<file path="config.mk">
export PLATFORM = sky130hd
export DESIGN_NAME = bds_avg
export DESIGN_NICKNAME = d
export VERILOG_FILES = /design/src/hdl/bds_pkg.sv /design/src/hdl/bds_avg.sv
export SDC_FILE = /design/constraint.sdc
export NUM_CORES = 2
export LEC_CHECK = 0
export BUFFER_PORTS_ARGS = -buffer_cell sky130_fd_sc_hd__buf_2
export CORE_MARGIN = 3
export CORE_UTILIZATION = 65
export DETAILED_ROUTE_END_ITERATION = 8
export PLACE_DENSITY = 0.88
export SYNTH_ARGS = -nofsm -noshare
export SYNTH_HDL_FRONTEND = slang
export SYNTH_SLANG_ARGS = --single-unit
</file>
<file path="constraint.sdc">
create_clock -name clk -period 24.2 [get_ports clk]
set_clock_uncertainty 0.2 [all_clocks]
set_input_delay 1.21 -clock clk [delete_from_list [all_inputs] [get_ports clk]]
set_output_delay 1.21 -clock clk [all_outputs]
set_load 0.03 [all_outputs]
</file>
<file path="src/hdl/bds_pkg.sv">
// Package for the ARGB box downsampler: widths, register indexes, the
// structs passed between the core and its averaging unit, and the reciprocal table.
// No dependencies.
`default_nettype none

package bds_pkg;

	localparam int unsigned MAX_WIDTH_DEF = 4096;
	localparam int unsigned MAX_BLOCK     = 16;

	localparam int unsigned BS_W      = 5;
	localparam int unsigned DIM_W     = 13;
	localparam int unsigned OFF_W     = 4;
	localparam int unsigned COORD_W   = 12;
	localparam int unsigned PIX_W     = 32;
	localparam int unsigned CH_W      = 8;
	localparam int unsigned SUM_W     = 16;
	localparam int unsigned LANES     = 4;
	localparam int unsigned RECIP_W   = 17;
	localparam int unsigned N_W       = 9;
	localparam int unsigned CFG_IDX_W = 2;

	localparam logic [CFG_IDX_W-1:0] CFG_BLOCK_SIZE   = 2'd0;
	localparam logic [CFG_IDX_W-1:0] CFG_IMAGE_WIDTH  = 2'd1;
	localparam logic [CFG_IDX_W-1:0] CFG_IMAGE_HEIGHT = 2'd2;

	localparam logic [BS_W-1:0]  BLOCK_SIZE_RST   = 5'd2;
	localparam logic [DIM_W-1:0] IMAGE_WIDTH_RST  = 13'd640;
	localparam logic [DIM_W-1:0] IMAGE_HEIGHT_RST = 13'd480;

	typedef struct packed {
		logic [COORD_W-1:0] col;
		logic [COORD_W-1:0] row;
	} tag_t;

	typedef struct packed {
		logic                     valid;
		logic [LANES*SUM_W-1:0]   sums;
		tag_t                     tag;
	} avg_req_t;

	typedef struct packed {
		logic                     valid;
		logic [PIX_W-1:0]         pixel;
		tag_t                     tag;
	} avg_res_t;

	// floor(65536 / (bs * bs)); the product with a sum is never more than one low.
	function automatic logic [RECIP_W-1:0] recip(input logic [BS_W-1:0] bs);
		logic [RECIP_W-1:0] m;
		case (bs)
			5'd2:    m = 17'd16384;
			5'd3:    m = 17'd7281;
			5'd4:    m = 17'd4096;
			5'd5:    m = 17'd2621;
			5'd6:    m = 17'd1820;
			5'd7:    m = 17'd1337;
			5'd8:    m = 17'd1024;
			5'd9:    m = 17'd809;
			5'd10:   m = 17'd655;
			5'd11:   m = 17'd541;
			5'd12:   m = 17'd455;
			5'd13:   m = 17'd387;
			5'd14:   m = 17'd334;
			5'd15:   m = 17'd291;
			5'd16:   m = 17'd256;
			default: m = 17'd65536;
		endcase
		return m;
	endfunction

endpackage

`default_nettype wire

</file>
<file path="src/hdl/bds_avg.sv">
// Two-stage averaging unit: divides four channel sums by block_size squared
// through a reciprocal multiply and one correction step. Depends on bds_pkg.
`default_nettype none

module bds_avg (
	input  wire logic                   clk,
	input  wire logic                   arst_n,
	input  wire logic                   en,
	input  wire logic [bds_pkg::BS_W-1:0] bs,
	input  wire bds_pkg::avg_req_t      req,
	output bds_pkg::avg_res_t           res
);
	import bds_pkg::*;

	logic                     v_s2;
	logic [LANES*SUM_W-1:0]   sums_s2;
	tag_t                     tag_s2;
	logic                     v_s3;
	logic [LANES*SUM_W-1:0]   sums_s3;
	logic [LANES*CH_W-1:0]    q0_s3;
	tag_t                     tag_s3;

	logic [RECIP_W-1:0]       m;
	logic [N_W-1:0]           n;
	logic [LANES*CH_W-1:0]    q0_d;
	logic [LANES*CH_W-1:0]    q_d;

	assign m = recip(bs);
	assign n = N_W'(bs) * N_W'(bs);

	// Estimate: the quotient or one less.
	always_comb begin
		logic [SUM_W+RECIP_W-1:0] prod;
		for (int c = 0; c < LANES; c++) begin
			prod = (SUM_W+RECIP_W)'(sums_s2[c*SUM_W +: SUM_W]) * (SUM_W+RECIP_W)'(m);
			q0_d[c*CH_W +: CH_W] = prod[SUM_W +: CH_W];
		end
	end

	// Correction: the remainder is below twice n, so one compare settles it.
	always_comb begin
		logic [SUM_W-1:0] qn;
		logic [SUM_W-1:0] rem;
		for (int c = 0; c < LANES; c++) begin
			qn  = SUM_W'(q0_s3[c*CH_W +: CH_W]) * SUM_W'(n);
			rem = sums_s3[c*SUM_W +: SUM_W] - qn;
			q_d[c*CH_W +: CH_W] = q0_s3[c*CH_W +: CH_W] + CH_W'(rem >= SUM_W'(n));
		end
	end

	always_ff @(posedge clk or negedge arst_n) begin
		if (!arst_n) begin
			v_s2 <= 1'b0;
			v_s3 <= 1'b0;
		end else if (en) begin
			v_s2 <= req.valid;
			v_s3 <= v_s2;
		end
	end

	always_ff @(posedge clk) begin
		if (en) begin
			sums_s2 <= req.sums;
			tag_s2  <= req.tag;
			sums_s3 <= sums_s2;
			q0_s3   <= q0_d;
			tag_s3  <= tag_s2;
		end
	end

	assign res = '{valid: v_s3, pixel: q_d, tag: tag_s3};

endmodule

`default_nettype wire

</file>
==> results.md <==
* Tightest Hold Check Type: primary input to asynchronous set/reset pin
* Residual DRC at 0
* Cts hold-fix bufs at 0
* Setup crit end kind: output pin
* CP arrival at 10940 ps
* Mapped cell area at 44750 µm²
* Row count at 95
* FF-to-FF End: q0_s3[30]
* Final #Nets at 6176
* Final wirelength at 114800 µm
* Fin. Hold Viols at 0
* CP max stage cell: o311ai_0
* Most used cell along the critical path: fa_1
* Max Cap Violations at 0
* Synth cell types at 79
* Routability cong. at 0.9044
* Boundary Pins at 154
* Max Fclk at 80.97 MHz
* Htree depth at 1
* Number of synthesized register bits at 210
* Drt pass-1 iters at 6
* Synth Instances at 4741
* Die ar. at 72020 µm²
* Gr ovfl total at 0
* 1st-iter DRT viols at 3071
* Reg2reg start: sums_s2[53]
* Root buf cell: clkbuf_16
* Max FO, Critical Path at 18
* Synth Net Count at 6172
* Vias in the first global route at 36787
* Global-route wire length before repair at 186500 µm
* Post-synth EDFFs at 208
* CP required at 22790 ps
* Initial Utilization at 0.6616
* Slew headroom at 0.2622
* Largest area contributor in the netlist: fa_1
* Clock sink total at 210
* Antenna-violating nets left at 0
* GRT Overall Usage at 0.3312
* Final Max Slew Viols at 0
* Die H at 268.4 µm
* Post-synthesis sequential area ratio at 0.1407
* Final non-filler cell total at 5645
* Clock slew at reported path FFs at 70 ps
* Top cells by count, synth: inv_1, fa_1, nand2_1
* Setup CP Type: primary input to output pin
* Avg Vias per Cell at 5.895
* CTS tree: yes
* Most used flip-flop cell after synthesis: edfxtp_1
* Min cycle time layout at 12350 ps
* Worst reg2reg path depth at 21
* Synth area leaders: fa_1, ha_1, edfxtp_1
* CTS Buf Count at 28
* Die W at 268.4 µm
* Max Root-Sink Buffers at 3
* Area Overhead vs Synth at 5.592%
* Status: finished clean
* Largest net degree at the start of global routing at 88
* Period Utilization, post-route at 0.5104
* Worst-Margin Slew at 1107 ps
* Synth top area share at 0.3646
* Layout cells sized above 1 at 0.05895
* CP Launch Type: primary input
* Initial antenna violation count at 10
* Port Buffers at 153
* Most frequent cell after synthesis: inv_1
* DP Cell Count at 5588
* Setup violators final at 0
* CP peak stage delay at 750 ps
* TNS Setup at 0 ps
* R2R setup slack at 16800 ps
* DP HPWL at 83370 µm
* Setup bufs post-CTS at 0
* Post-cts resize count at 0
* Core region area at 67630 µm²
* Via count at 33277
* WL per Instance at 20.34 µm
* Post-synth ARST share at 0.009524
* Worst Setup SP: bs[4]
* YS warnings at 0
* Avg Cell Area, Syn at 9.438 µm²
* Insertion delay to the later sink of the worst-skew pair at 600 ps
* FILL cells at 4441
* Unrepaired setup endpoints after global routing: no
==> registers in the layout (all words and copies together), names as in the netlist <==
signal   flops
sums_s2     64
sums_s3     64
q0_s3       32
res         24
tag_s2      24
v_s2         1
v_s3         1
==> area by class of cell <==
type                            count  area [µm²]  share of cell area
Antenna cell                        5       12.51           0.0002648
Clock buffer                       29       725.7             0.01536
Clock inverter                     23       259.0            0.005482
Inverter                         1104        4144             0.08771
Multi-Input combinational cell   3206       33630              0.7117
Sequential cell                   210        6296              0.1333
Tap cell                          873        1092             0.02312
Timing Repair Buffer              195        1091             0.02309
==> routing by layer <==
metal	routed length [µm]	share of wire	vias up	track usage
met5	33	0.00029	-	0
met4	6589	0.057	6	0.1687
met3	14120	0.12	545	0.08515
met2	53590	0.47	2072	0.5429
met1	40490	0.35	16333	0.4094
li1	-	-	14321	-
==> critical path, delay by kind of cell <==
| family | cells | cell delay [ps] |
|---|---|---|
| compound gates | 8 | 2210 |
| xor+xnor | 2 | 790 |
| fa+ha+maj | 10 | 4200 |
| buf+inv | 7 | 1260 |
| simple gates | 8 | 1250 |
==> kinds of logic after synthesis <==
family | synth area share
simple gates | 0.1550
fa+ha+maj | 0.5098
buf+inv | 0.1118
compound gates | 0.04463
flops | 0.1407
xor+xnor | 0.03543
mux | 0.002656
==> placed cells by master (no fill, tap or decap), types with 6 or more instances in the layout <==
cell type / Yosys / final
buf_2: 5 / 152
xnor2_1: 138 / 135
ha_1: 519 / 519
edfxtp_1: 208 / 208
nand2b_1: 16 / 16
clkbuf_16: 0 / 29
nand2_1: 646 / 646
inv_1: 1104 / 1104
a211oi_1: 13 / 11
and2_1: 483 / 483
a21o_1: 39 / 39
o21ai_0: 43 / 43
nand4_1: 15 / 15
o2111ai_1: 6 / 6
o21a_1: 28 / 28
fa_1: 815 / 815
nand3b_1: 6 / 6
nor2_1: 66 / 65
a21oi_1: 73 / 68
mux2i_1: 7 / 7
nand3_1: 29 / 29
nor4_1: 6 / 6
buf_4: 2 / 42
a31oi_1: 9 / 8
nor2b_1: 7 / 7
nor3_1: 29 / 28
o211ai_1: 9 / 9
xor2_1: 43 / 41
and3_1: 65 / 65
==> worst max-delay path by stage <==
stage | slack [ps] | end
finish | 11850 | res[47]
global route | 11070 | res[47]
CTS | 11840 | res[47]
detailed placement | 11930 | res[47]
global placement | 12080 | res[47]
floorplan | 12980 | res[39]
==> through the flow <==
step / utilization / worst slack [ps] / hold WS (ps) / cell area, µm²
floorplan: - / 12980 / 200.3 / 44750
global placement: 0.6838 / 12080 / 200.4 / 46250
detailed placement: 0.6838 / 11930 / 204.5 / 46250
CTS: 0.6984 / 11840 / 147.4 / 47240
global route: 0.6984 / 11070 / 166.0 / 47240
finish: 0.6986 / 11850 / 186.7 / 47250
Power is not shown: default switching activity piles up to over one toggle a cycle in this logic, so the estimate is an artifact.
